**src/rtl/wqa_pkg.sv**
```systemverilog
package wqa_pkg;

   // field widths
   localparam int TEMP_W = 15;
   localparam int PH_W   = 11;
   localparam int BAND_W = 9;
   localparam int TDS_W  = 16;
   localparam int ADDR_W = 5;
   localparam int DATA_W = 32;

   // band math widths: ph limits plus three band steps need one more bit
   localparam int EDGE_W  = PH_W + 1;
   localparam int LHS_W   = 30;
   localparam int SLOPE_W = 13;
   localparam int PROD_W  = 28;
   localparam int CMP_W   = 32;

   // register reset values
   localparam logic signed [TEMP_W-1:0] TEMP_LOW_RST  = 15'sd1500;
   localparam logic signed [TEMP_W-1:0] TEMP_HIGH_RST = 15'sd3000;
   localparam logic [PH_W-1:0]          PH_LOW_RST    = 11'd650;
   localparam logic [PH_W-1:0]          PH_HIGH_RST   = 11'd850;
   localparam logic [BAND_W-1:0]        BAND_RST      = 9'd50;
   localparam logic [TDS_W-1:0]         TDS_DEF_RST   = 16'd1000;

   // tds limit lines, scaled by 10000: 10000*d > icpt - slope*t
   localparam logic [LHS_W-1:0]          TDS_SCALE     = 30'd10000;
   localparam logic signed [SLOPE_W-1:0] SLOPE_SHALLOW = 13'sd1667;
   localparam logic signed [SLOPE_W-1:0] SLOPE_STEEP   = 13'sd3333;
   localparam logic signed [CMP_W-1:0]   ICPT_A        = 32'sd13000000;
   localparam logic signed [CMP_W-1:0]   ICPT_B        = 32'sd15750000;
   localparam logic signed [CMP_W-1:0]   ICPT_C        = 32'sd9500000;

   // event codes
   localparam logic [1:0] EV_NONE = 2'd0;
   localparam logic [1:0] EV_LOW  = 2'd1;
   localparam logic [1:0] EV_HIGH = 2'd2;

   // register map, word index
   typedef enum logic [2:0] {
      REG_TEMP_LOW  = 3'd0,
      REG_TEMP_HIGH = 3'd1,
      REG_PH_LOW    = 3'd2,
      REG_PH_HIGH   = 3'd3,
      REG_PH_BAND   = 3'd4,
      REG_TDS_DEF   = 3'd5
   } reg_index_type;

   typedef struct packed {
      logic signed [TEMP_W-1:0] temp_low_limit;
      logic signed [TEMP_W-1:0] temp_high_limit;
      logic [PH_W-1:0]          ph_low_limit;
      logic [PH_W-1:0]          ph_high_limit;
      logic [BAND_W-1:0]        ph_band_width;
      logic [TDS_W-1:0]         tds_default_limit;
   } cfg_type;

   typedef struct packed {
      logic temp_alert;
      logic temp_low;
      logic ph_alert;
      logic ph_low;
      logic tds_alert;
   } alert_type;

endpackage

```
**src/rtl/wqa_eval.sv**
```systemverilog
module wqa_eval (
   input  wqa_pkg::cfg_type                      cfg,
   input  logic signed [wqa_pkg::TEMP_W-1:0]     temp,
   input  logic [wqa_pkg::PH_W-1:0]              ph,
   input  logic [wqa_pkg::TDS_W-1:0]             tds,
   output wqa_pkg::alert_type                    alert
);
   import wqa_pkg::*;

   logic                       t_low, t_alert, p_low, p_alert;
   logic [EDGE_W-1:0]          ph_ext, low_ext, high_ext, edge1, edge3;
   logic                       in_a, in_b, in_c, in_band;
   logic signed [SLOPE_W-1:0]  slope_sel;
   logic signed [CMP_W-1:0]    icpt_sel;
   logic signed [PROD_W-1:0]   slope_prod;
   logic [LHS_W-1:0]           lhs_mag;
   logic signed [CMP_W-1:0]    lhs, rhs;
   logic                       over_line;

   // range checks on temperature and ph
   assign t_low   = temp < cfg.temp_low_limit;
   assign t_alert = t_low || (temp > cfg.temp_high_limit);
   assign p_low   = ph < cfg.ph_low_limit;
   assign p_alert = p_low || (ph > cfg.ph_high_limit);

   // band edges at low+w and low+3w
   assign ph_ext   = EDGE_W'(ph);
   assign low_ext  = EDGE_W'(cfg.ph_low_limit);
   assign high_ext = EDGE_W'(cfg.ph_high_limit);
   assign edge1    = low_ext + EDGE_W'(cfg.ph_band_width);
   assign edge3    = low_ext + EDGE_W'(cfg.ph_band_width)
                   + EDGE_W'({cfg.ph_band_width, 1'b0});

   assign in_a    = (ph_ext >= low_ext) && (ph_ext < edge1);
   assign in_b    = (ph_ext >= edge1) && (ph_ext < edge3);
   assign in_c    = (ph_ext >= edge3) && (ph_ext <= high_ext);
   assign in_band = in_a || in_b || in_c;

   // later band wins where bands overlap
   always_comb begin
      if (in_c) begin
         slope_sel = SLOPE_SHALLOW;
         icpt_sel  = ICPT_C;
      end else if (in_b) begin
         slope_sel = SLOPE_STEEP;
         icpt_sel  = ICPT_B;
      end else begin
         slope_sel = SLOPE_SHALLOW;
         icpt_sel  = ICPT_A;
      end
   end

   // exact line compare: 10000*tds > icpt - slope*temp
   assign slope_prod = PROD_W'(slope_sel) * PROD_W'(temp);
   assign lhs_mag    = LHS_W'(tds) * TDS_SCALE;
   assign lhs        = signed'({{(CMP_W-LHS_W){1'b0}}, lhs_mag});
   assign rhs        = icpt_sel - CMP_W'(slope_prod);
   assign over_line  = lhs > rhs;

   assign alert.temp_alert = t_alert;
   assign alert.temp_low   = t_low;
   assign alert.ph_alert   = p_alert;
   assign alert.ph_low     = p_low;
   assign alert.tds_alert  = (!t_alert && in_band) ? over_line
                                                   : (tds > cfg.tds_default_limit);

endmodule

```
**src/rtl/water_quality_alarm_unit.sv**
```systemverilog
// Water quality alarm. Each sample transfer (temperature, pH, TDS, button) gives exactly one
// result transfer with the three alert levels, the button copy and rising-edge event codes.
// Samples pass through an input register and a result register, so one sample can be taken
// every cycle. A result is offered once it moves into the result register and can transfer at
// the next edge at the earliest. A held result stalls the result register, and once the input
// register is also full, rsp_ready low stalls the sample channel. The TDS limit inside the
// temperature range is a line in temperature picked by pH band, compared exactly in integers.
// Limits live in six APB registers at byte offsets 0x00 to 0x14 and should be written only
// while no sample is in flight.
module water_quality_alarm_unit (
   input  logic                                  clock,
   input  logic                                  reset,
   // sample channel
   input  logic                                  req_valid,
   output logic                                  req_ready,
   input  logic signed [wqa_pkg::TEMP_W-1:0]     req_temperature_reading,
   input  logic [wqa_pkg::PH_W-1:0]              req_ph_reading,
   input  logic [wqa_pkg::TDS_W-1:0]             req_tds_reading,
   input  logic                                  req_button_level,
   // result channel
   output logic                                  rsp_valid,
   input  logic                                  rsp_ready,
   output logic                                  rsp_temp_alert,
   output logic                                  rsp_ph_alert,
   output logic                                  rsp_tds_alert,
   output logic                                  rsp_button_out,
   output logic [1:0]                            rsp_temp_event,
   output logic [1:0]                            rsp_ph_event,
   output logic                                  rsp_tds_event,
   // configuration port
   input  logic                                  psel,
   input  logic                                  penable,
   input  logic                                  pwrite,
   input  logic [wqa_pkg::ADDR_W-1:0]            paddr,
   input  logic [wqa_pkg::DATA_W-1:0]            pwdata,
   output logic [wqa_pkg::DATA_W-1:0]            prdata,
   output logic                                  pready
);
   import wqa_pkg::*;

   cfg_type                  cfg_ff, cfg_in;
   reg_index_type            reg_sel;
   logic                     cfg_wr;

   logic                     s1_valid_ff, s1_valid_in;
   logic signed [TEMP_W-1:0] s1_temp_ff;
   logic [PH_W-1:0]          s1_ph_ff;
   logic [TDS_W-1:0]         s1_tds_ff;
   logic                     s1_button_ff;

   logic                     out_valid_ff, out_valid_in;
   logic                     out_temp_alert_ff, out_ph_alert_ff, out_tds_alert_ff;
   logic                     out_button_ff, out_tds_event_ff;
   logic [1:0]               out_temp_event_ff, out_ph_event_ff;
   logic [1:0]               temp_event_in, ph_event_in;

   logic                     prev_temp_ff, prev_ph_ff, prev_tds_ff;

   logic                     req_xfer, out_free, s1_adv;
   alert_type                alert;

   // register write and read decode
   assign pready  = 1'b1;
   assign reg_sel = reg_index_type'(paddr[ADDR_W-1:2]);
   assign cfg_wr  = psel && penable && pwrite;

   always_comb begin
      cfg_in = cfg_ff;
      if (cfg_wr) begin
         case (reg_sel)
            REG_TEMP_LOW:  cfg_in.temp_low_limit    = signed'(pwdata[TEMP_W-1:0]);
            REG_TEMP_HIGH: cfg_in.temp_high_limit   = signed'(pwdata[TEMP_W-1:0]);
            REG_PH_LOW:    cfg_in.ph_low_limit      = pwdata[PH_W-1:0];
            REG_PH_HIGH:   cfg_in.ph_high_limit     = pwdata[PH_W-1:0];
            REG_PH_BAND:   cfg_in.ph_band_width     = pwdata[BAND_W-1:0];
            REG_TDS_DEF:   cfg_in.tds_default_limit = pwdata[TDS_W-1:0];
            default: ;
         endcase
      end
   end

   always_comb begin
      case (reg_sel)
         REG_TEMP_LOW:  prdata = {{(DATA_W-TEMP_W){cfg_ff.temp_low_limit[TEMP_W-1]}},
                                  cfg_ff.temp_low_limit};
         REG_TEMP_HIGH: prdata = {{(DATA_W-TEMP_W){cfg_ff.temp_high_limit[TEMP_W-1]}},
                                  cfg_ff.temp_high_limit};
         REG_PH_LOW:    prdata = DATA_W'(cfg_ff.ph_low_limit);
         REG_PH_HIGH:   prdata = DATA_W'(cfg_ff.ph_high_limit);
         REG_PH_BAND:   prdata = DATA_W'(cfg_ff.ph_band_width);
         REG_TDS_DEF:   prdata = DATA_W'(cfg_ff.tds_default_limit);
         default:       prdata = '0;
      endcase
   end

   always_ff @(posedge clock) begin
      if (reset) begin
         cfg_ff.temp_low_limit    <= TEMP_LOW_RST;
         cfg_ff.temp_high_limit   <= TEMP_HIGH_RST;
         cfg_ff.ph_low_limit      <= PH_LOW_RST;
         cfg_ff.ph_high_limit     <= PH_HIGH_RST;
         cfg_ff.ph_band_width     <= BAND_RST;
         cfg_ff.tds_default_limit <= TDS_DEF_RST;
      end else begin
         cfg_ff <= cfg_in;
      end
   end

   // pipeline flow control
   assign out_free  = !out_valid_ff || rsp_ready;
   assign s1_adv    = s1_valid_ff && out_free;
   assign req_ready = !s1_valid_ff || out_free;
   assign req_xfer  = req_valid && req_ready;

   assign s1_valid_in  = req_xfer ? 1'b1 : (s1_adv ? 1'b0 : s1_valid_ff);
   assign out_valid_in = s1_adv ? 1'b1 : (rsp_ready ? 1'b0 : out_valid_ff);

   // alert evaluation on the registered sample
   wqa_eval u_eval (
      .cfg   (cfg_ff),
      .temp  (s1_temp_ff),
      .ph    (s1_ph_ff),
      .tds   (s1_tds_ff),
      .alert (alert)
   );

   // rising-edge event codes against the previous sample
   always_comb begin
      temp_event_in = EV_NONE;
      if (alert.temp_alert && !prev_temp_ff) begin
         temp_event_in = alert.temp_low ? EV_LOW : EV_HIGH;
      end
      ph_event_in = EV_NONE;
      if (alert.ph_alert && !prev_ph_ff) begin
         ph_event_in = alert.ph_low ? EV_LOW : EV_HIGH;
      end
   end

   // control state
   always_ff @(posedge clock) begin
      if (reset) begin
         s1_valid_ff  <= 1'b0;
         out_valid_ff <= 1'b0;
         prev_temp_ff <= 1'b0;
         prev_ph_ff   <= 1'b0;
         prev_tds_ff  <= 1'b0;
      end else begin
         s1_valid_ff  <= s1_valid_in;
         out_valid_ff <= out_valid_in;
         if (s1_adv) begin
            prev_temp_ff <= alert.temp_alert;
            prev_ph_ff   <= alert.ph_alert;
            prev_tds_ff  <= alert.tds_alert;
         end
      end
   end

   // sample and result payload
   always_ff @(posedge clock) begin
      if (req_xfer) begin
         s1_temp_ff   <= req_temperature_reading;
         s1_ph_ff     <= req_ph_reading;
         s1_tds_ff    <= req_tds_reading;
         s1_button_ff <= req_button_level;
      end
      if (s1_adv) begin
         out_temp_alert_ff <= alert.temp_alert;
         out_ph_alert_ff   <= alert.ph_alert;
         out_tds_alert_ff  <= alert.tds_alert;
         out_button_ff     <= s1_button_ff;
         out_temp_event_ff <= temp_event_in;
         out_ph_event_ff   <= ph_event_in;
         out_tds_event_ff  <= alert.tds_alert && !prev_tds_ff;
      end
   end

   assign rsp_valid      = out_valid_ff;
   assign rsp_temp_alert = out_temp_alert_ff;
   assign rsp_ph_alert   = out_ph_alert_ff;
   assign rsp_tds_alert  = out_tds_alert_ff;
   assign rsp_button_out = out_button_ff;
   assign rsp_temp_event = out_temp_event_ff;
   assign rsp_ph_event   = out_ph_event_ff;
   assign rsp_tds_event  = out_tds_event_ff;

endmodule

```
**config.mk**
```make
export PLATFORM = sky130hd
export DESIGN_NAME = water_quality_alarm_unit
export DESIGN_NICKNAME = d
export VERILOG_FILES = /design/src/rtl/wqa_pkg.sv /design/src/rtl/wqa_eval.sv /design/src/rtl/water_quality_alarm_unit.sv
export SDC_FILE = /design/constraint.sdc
export NUM_CORES = 1
export LEC_CHECK = 0
export ABC_AREA = 1
export BUFFER_PORTS_ARGS = -buffer_cell sky130_fd_sc_hd__buf_2
export CAP_MARGIN = 20
export CELL_PAD_IN_SITES_DETAIL_PLACEMENT = 1
export CELL_PAD_IN_SITES_GLOBAL_PLACEMENT = 2
export CORE_MARGIN = 4
export CORE_UTILIZATION = 41
export DETAILED_ROUTE_END_ITERATION = 10
export GPL_TIMING_DRIVEN = 0
export PLACE_DENSITY_LB_ADDON = 0.1
export SLEW_MARGIN = 0
export SYNTH_ARGS = -nofsm -noshare
export SYNTH_HDL_FRONTEND = slang
export SYNTH_SLANG_ARGS = --single-unit
export TNS_END_PERCENT = 5
```
**constraint.sdc**
```tcl
create_clock -name clock -period 16.8 [get_ports clock]
set_clock_uncertainty 0.05 [all_clocks]
set_input_delay 1.68 -clock clock [delete_from_list [all_inputs] [get_ports clock]]
set_output_delay 1.68 -clock clock [all_outputs]
set_load 0.02 [all_outputs]
```
# Word-level counts from Yosys, hierarchy flattened
# Cells that the tools add are included.
[classes]
add_sub_neg = 3
mul = 2
order_cmp = 12
eq_ne = 5
muxes = 12
n_reduce_logical = 32
[op_table]
columns = ["op", "n"]
rows = [
  ["one-hot mux 32 bit (6 select lines)", 1],
  ["> comparator 31 x 32 -> 1 bit", 1],
  ["2-to-1 mux 32 bit", 1],
  ["subtractor 32 x 28 -> 32 bit", 1],
  ["multiplier 13 x 15 -> 28 bit", 1],
  ["multiplier 16 x 10 -> 26 bit (second input constant)", 1],
  ["greater-or-equal comparator 11 x 12 -> 1 bit", 2],
  ["less-than comparator 11 x 12 -> 1 bit", 2],
  ["2-to-1 mux 12 bit", 2],
  ["2-to-1 mux 22 bit", 1],
  ["> comparator 16 bit", 1],
  ["> comparator 15 bit", 1],
  ["less-than comparator 15 bit", 1],
  ["adder 11 x 9 -> 12 bit", 1],
  ["adder 12 x 10 -> 12 bit", 1],
  ["AND reduction 2 bit", 6],
  ["greater-or-equal comparator 11 bit", 1],
  ["> comparator 11 bit", 1],
  ["<= comparator 11 bit", 1],
  ["logical AND 1 bit", 11],
  ["less-than comparator 11 bit", 1],
  ["equality test 3 x 2 -> 1 bit (second input constant)", 2],
  ["equality test 3 bit (second input constant)", 2],
  ["zero test 1 bit", 6],
  ["6 further kinds", 17],
]
[word_totals]
register_bits = 134
out_inout_bits = 44

# Logic depth before layout (Yosys ltp)
[depth]
word_depth = 11
ltp_mapped = 66

# Cells and area by module
# A second synthesis with hierarchy kept.
[unflattened]
cells_unflattened = 2340
hier_area_um2 = 18152.4
[modules_own_cells]
columns = ["mod", "instances", "cells_each", "area_each_um2"]
rows = [
  ["wqa_eval", 1, 1648, 12393.1],
  ["water_quality_alarm_unit", 1, 692, 5759.3],
]

# Worst setup path after synthesis
# OpenSTA, ideal clock, no wires.
[synth_timing]
path_type = "register -> register"
start = "reg cfg_ff[16] (netlist name)"
end = "reg out_tds_event_ff (netlist: rsp_tds_event), data pin"
arrival_ns = 9.604
path_slack_ns = 7.008
path_stages_with_launch = 60
period_less_slack_ns = 9.792
path_cell_list = "dfxtp_1 > ha_1 > fa_1 > a31o_2 > xor2_1 > inv_1 > ha_1 > nand2_1 > o21ai_0 > nand3_1 > nand2_1 > nand2_1 > nand2_1 > a21oi_1 > xor2_1 > ha_1 > nand2_1 > nor3_1 > [... 24 more ...] > o21ai_2 > a21oi_1 > xor2_1 > ha_1 > nand2_1 > nor4_1 > nand2_1 > nand2_1 > nand2_1 > nand2_1 > nand2_1 > nand2_1 > nand3_1 > nand2_1 > nand2_1 > nand2_1 > nand2_2 > nor2_1"
[synth_via]
elab_chain_cells = 11
word_cells_on_any_way = 21
classes_between = "3 x add/sub; 1 x mul; 5 x order compare; 5 x mux; 7 x reduce/logical"
[synth_lines]
columns = ["item", "line_no", "text"]
rows = [
  ["from (decl)", "water_quality_alarm_unit.sv:41", "cfg_type cfg_ff, cfg_in;"],
  ["from (signal assigned)", "water_quality_alarm_unit.sv:105", "cfg_ff <= cfg_in;"],
  ["adder 11 x 9 -> 12 bit", "wqa_eval.sv:30, wqa_eval.sv:31", ""],
  ["adder 12 x 10 -> 12 bit", "wqa_eval.sv:32", "+ EDGE_W'({cfg.ph_band_width, 1'b0});"],
  ["less-than comparator 11 x 12 -> 1 bit", "wqa_eval.sv:35", "assign in_b = (ph_ext >= edge1) && (ph_ext < edge3);"],
  ["logical AND 1 bit", "wqa_eval.sv:35", ""],
  ["2-to-1 mux 12 bit", "wqa_eval.sv:44", "end else if (in_b) begin"],
  ["2-to-1 mux 12 bit", "wqa_eval.sv:41", "if (in_c) begin"],
  ["multiplier 13 x 15 -> 28 bit", "wqa_eval.sv:54", "assign slope_prod = PROD_W'(slope_sel) * PROD_W'(temp);"],
  ["subtractor 32 x 28 -> 32 bit", "wqa_eval.sv:57", "assign rhs = icpt_sel - CMP_W'(slope_prod);"],
  ["> comparator 31 x 32 -> 1 bit", "wqa_eval.sv:58", "assign over_line = lhs > rhs;"],
  ["2-to-1 mux 1 bit *", "wqa_eval.sv:64", "assign alert.tds_alert = (!t_alert && in_band) ? over_line"],
  ["logical AND 1 bit *", "water_quality_alarm_unit.sv:173", "out_tds_event_ff <= alert.tds_alert && !prev_tds_ff;"],
  ["to (signal assigned)", "water_quality_alarm_unit.sv:173", ""],
  ["to (decl)", "water_quality_alarm_unit.sv:53", "logic out_button_ff, out_tds_event_ff;"],
]
# Every way passes the cells marked *; elsewhere a longest branch is shown, timed or not.
# A chain may end at the register's enable or synchronous reset.

# Worst setup path after layout
[layout_timing]
start = "reg cfg_ff[18] (netlist name)"
end = "reg out_tds_event_ff (netlist: rsp_tds_event), data pin"
# Same word-level chain as after synthesis.

==> summary.txt <==
Outcome
  – Run status: completed

Setup path
  – Critical Path RT: around 17 ns
  – Reg-to-reg startpoint: cfg_ff[18]$_SDFFE_PP0P_
  – Critical path capture point type: register
  – FF-to-FF setup slack: ~4.7 ns
  – WP data arrival: approximately 12 ns
  – CP max stage cell: fa_1
  – CP Class: reg2reg
  – Length in cells of the worst reg-to-reg path: 55
  – Worst path max stage delay: ~0.6 ns
  – CP startpoint kind: register
  – CP Max Fanout: 11
  – Worst R2R End: rsp_tds_event$_DFFE_PP_
  – Crit-path most repeated cell: nand2_1

Floorplan
  – Core area: about 41,000 um^2
  – Row cnt: between 70 and 80
  – I/O pins: about 130
  – Initial Utilization: 0.417
  – Die ar.: around 45,000 um^2
  – Die height: between 200 and 250 um
  – Die width: 212 um

Global route
  – Grt ovf: 0
  – Vias in the first global route: ~15,000
  – Total GRT Usage: 0.245
  – First-pass GRT wire length: 84,900 um
  – Antenna violations before repair: 1
  – Largest net degree at the start of global routing: 30

Clock network
  – Clock root cell: clkbuf_16
  – Worst skew pair latency: roughly 0.46 ns
  – CTS resizes: 0
  – H-tree depth: 4
  – Clock sink total: roughly 130
  – CTS Buffer Depth: 2
  – CTS tree: yes
  – Hold buffers post-CTS: 0
  – Clock Pin Slew Worst Setup and Hold Paths: 0.07 ns
  – Post-CTS Setup Bufs: 0
  – CTS Buf Count: 17

Logic synthesis
  – Simple-gate share of the synthesized area: 0.122
  – Asr flop ratio synth: 0
  – Mapped Area: roughly 17,000 um^2
  – Mux cell area share after synthesis: 0
  – Post-synthesis cell type count: between 60 and 70
  – Adder-Cell Fraction of Synth Area: 0.405
  – Cells after Synth: approximately 2,100
  – Post-synthesis register bit count: between 100 and 150
  – Main combinational cell family by area after synthesis: adder cells
  – Sequential share of the synthesized area: 0.187
  – Area share of xor/xnor cells in the synthesized design: 0.0337
  – Synth Net Count: about 2,600
  – Syn. warnings: 0
  – Syn Area/Cell: between 8 and 9 um^2
  – Synth Area in Compound Gates: 0.127
  – Number of synthesized flops with an enable pin: 52
  – Top FF cell, synth: dfxtp_1

Worst hold path
  – WHS Endpoint: rsp_button_out$_DFFE_PP_
  – Hold Startpoint: s1_button_ff$_DFFE_PP_
  – Hold Crit Class: reg2reg
  – WHS Path Cells: 0

Placed design
  – HPWL after detailed placement: roughly 47,000 um
  – PortBufs: 110
  – Gpl congestion: slightly below 0.9

Timing
  – Worst slew pin tran: around 1.1 ns
  – Period utilization: 0.722
  – Rel. slew slack: 0.266
  – Fmax: around 82 MHz
  – Pins Over Slew Limit: 0
  – # setup viols final: 0
  – Fin. Hold Viols: 0
  – Crit path time final: approximately 12 ns
  – TNS Setup: 0 ns
  – RSZ-0062 raised after global routing: false

Detailed routing
  – WL final: 53,700 um
  – Vias per Instance: between 5 and 6
  – Antenna viol nets, final: 0
  – Iteration-0 DRC Markers: around 780
  – Via count: between 10,000 and 15,000
  – Total iterations of the first detailed-routing run: 5
  – Wire length per cell: between 15 and 20 um
  – Residual DRC: 0

Final layout
  – Share of cells above drive strength 1: 0.0996
  – Register area: about 3200 um^2
  – Area occupied by multi-input gates: between 10,000 and 15,000 um^2
  – Fillers: ~5,000
  – Antenna diode count: 0
  – Most frequent cells in the layout: inv_1, ha_1, nand2_1
  – Nets@finish: around 2,700
  – Commonest non-fill, non-tap cell in the layout: inv_1
  – Layout overhead on the synthesized area: 10.7%

Job
  – Max-Cap Viols: 0
-- worst max-delay path by stage --
stage	start	to	slack [ns]	cells past startpoint
finish	cfg_ff[18]$_SDFFE_PP0P_	rsp_tds_event$_DFFE_PP_	4.67	55
global route	cfg_ff[18]$_SDFFE_PP0P_	rsp_tds_alert$_DFFE_PP_	3.84	55
CTS	cfg_ff[16]$_SDFFE_PP0P_	rsp_tds_event$_DFFE_PP_	4.51	53
detailed placement	cfg_ff[16]$_SDFFE_PP0P_	rsp_tds_alert$_DFFE_PP_	4.56	53
global placement	cfg_ff[16]$_SDFFE_PP0P_	rsp_tds_event$_DFFE_PP_	4.68	53
floorplan	cfg_ff[16]$_SDFFE_PP0P_	rsp_tds_event$_DFFE_PP_	7.01	59
-- cells in the mapped netlist, types with 2 or more instances --
| cell | instances | area (um^2) |
|---|---|---|
| nand4_1 | 15 | 93.8 |
| o21ai_1 | 7 | 35.0 |
| o21ai_2 | 2 | 17.5 |
| nand2_1 | 248 | 931 |
| nand3_2 | 5 | 50.1 |
| a221oi_1 | 6 | 52.6 |
| a211oi_1 | 5 | 37.5 |
| or4_1 | 2 | 15.0 |
| a21o_1 | 4 | 30.0 |
| nor3_1 | 11 | 55.1 |
| buf_4 | 16 | 120 |
| a21boi_1 | 4 | 30.0 |
| edfxtp_1 | 52 | 1560 |
| o21ai_0 | 110 | 551 |
| o21a_1 | 3 | 22.5 |
| o221ai_1 | 10 | 87.6 |
| o2111ai_1 | 2 | 17.5 |
| a21boi_0 | 3 | 22.5 |
| nand2_4 | 3 | 33.8 |
| o31ai_1 | 2 | 15.0 |
| nor3_2 | 4 | 40.0 |
| nor2_1 | 114 | 428 |
| a21oi_1 | 173 | 866 |
| ha_1 | 311 | 3890 |
| clkbuf_1 | 21 | 78.8 |
| a22oi_1 | 6 | 45.0 |
| dfxtp_1 | 82 | 1640 |
| o211ai_1 | 25 | 188 |
| o21bai_1 | 6 | 45.0 |
| fa_1 | 152 | 3040 |
| nor2_4 | 7 | 78.8 |
| nand2_2 | 4 | 25.0 |
| inv_2 | 16 | 60.1 |
| inv_1 | 489 | 1840 |
| nand3_1 | 45 | 225 |
| nor2_2 | 5 | 31.3 |
| xnor2_1 | 28 | 245 |
| o22ai_1 | 7 | 43.8 |
| nor4_1 | 3 | 18.8 |
| xor2_1 | 36 | 315 |
-- layout make-up --
cell class	count	area share
multi-input cells	1383	0.621
clock buffers	17	0.0224
flip-flops and latches	134	0.169
clock inverters	15	0.00824
well taps	532	0.0351
plain buffers	41	0.0126
repair buffers	112	0.0309
inverters	507	0.101
-- worst max-delay path: cells and delay by family, from the launching register on --
kind / cells / cell delay (ns)
adder cells (fa/ha/maj): 11 / 4.66
AND/OR/NAND/NOR: 24 / 3.79
AO/OA/AOI/OAI: 9 / 1.75
buffers and inverters: 8 / 0.72
flip-flops: 1 / 0.48
XOR/XNOR: 3 / 0.42
-- stage by stage --
step | std cells | util | cell area, um^2 | setup WS, ns | hold WS [ns]
2_1_floorplan | 2065 | - | 17100 | 7.01 | 0.350
6_report | 2741 | 0.462 | 19000 | 4.67 | 0.391
4_1_cts | 2741 | 0.462 | 19000 | 4.51 | 0.389
3_3_place_gp | 2707 | 0.446 | 18400 | 4.68 | 0.362
3_5_place_dp | 2709 | 0.447 | 18400 | 4.56 | 0.385
5_1_grt | 2741 | 0.462 | 19000 | 3.84 | 0.397
-- cells by family (layout without fill, tap and decap cells) --
group / after synthesis / count (layout)
AO/OA/AOI/OAI: 381 / 381
XOR/XNOR: 65 / 65
adder cells (fa/ha/maj): 463 / 463
buffers and inverters: 548 / 692
flip-flops: 134 / 134
other: 1 / 1
AND/OR/NAND/NOR: 473 / 473
-- registers in the layout, summed over array words and instances (netlist names) --
register,cells
s1_valid_ff,1
s1_tds_ff,16
s1_button_ff,1
prev_tds_ff,1
rsp_button_out,1
cfg_ff,77
s1_temp_ff,15
rsp_tds_event,1
rsp_temp_alert,1
rsp_ph_alert,1
rsp_ph_event,2
prev_ph_ff,1
rsp_valid,1
rsp_temp_event,2
prev_temp_ff,1
s1_ph_ff,11
rsp_tds_alert,1
-- routing by layer --
metal  global-route usage  share of wire  vias to the layer above
li1                     -              -                     6898
met1                0.348           0.49                     6922
met2                0.408           0.46                      231
met3               0.0328          0.040                       41
met4               0.0406          0.013                        2
met5                    0        0.00030                        -
Power is left out: the tool's default activity adds up to more than one toggle a clock period on the data nets, which glitch-free logic cannot reach.
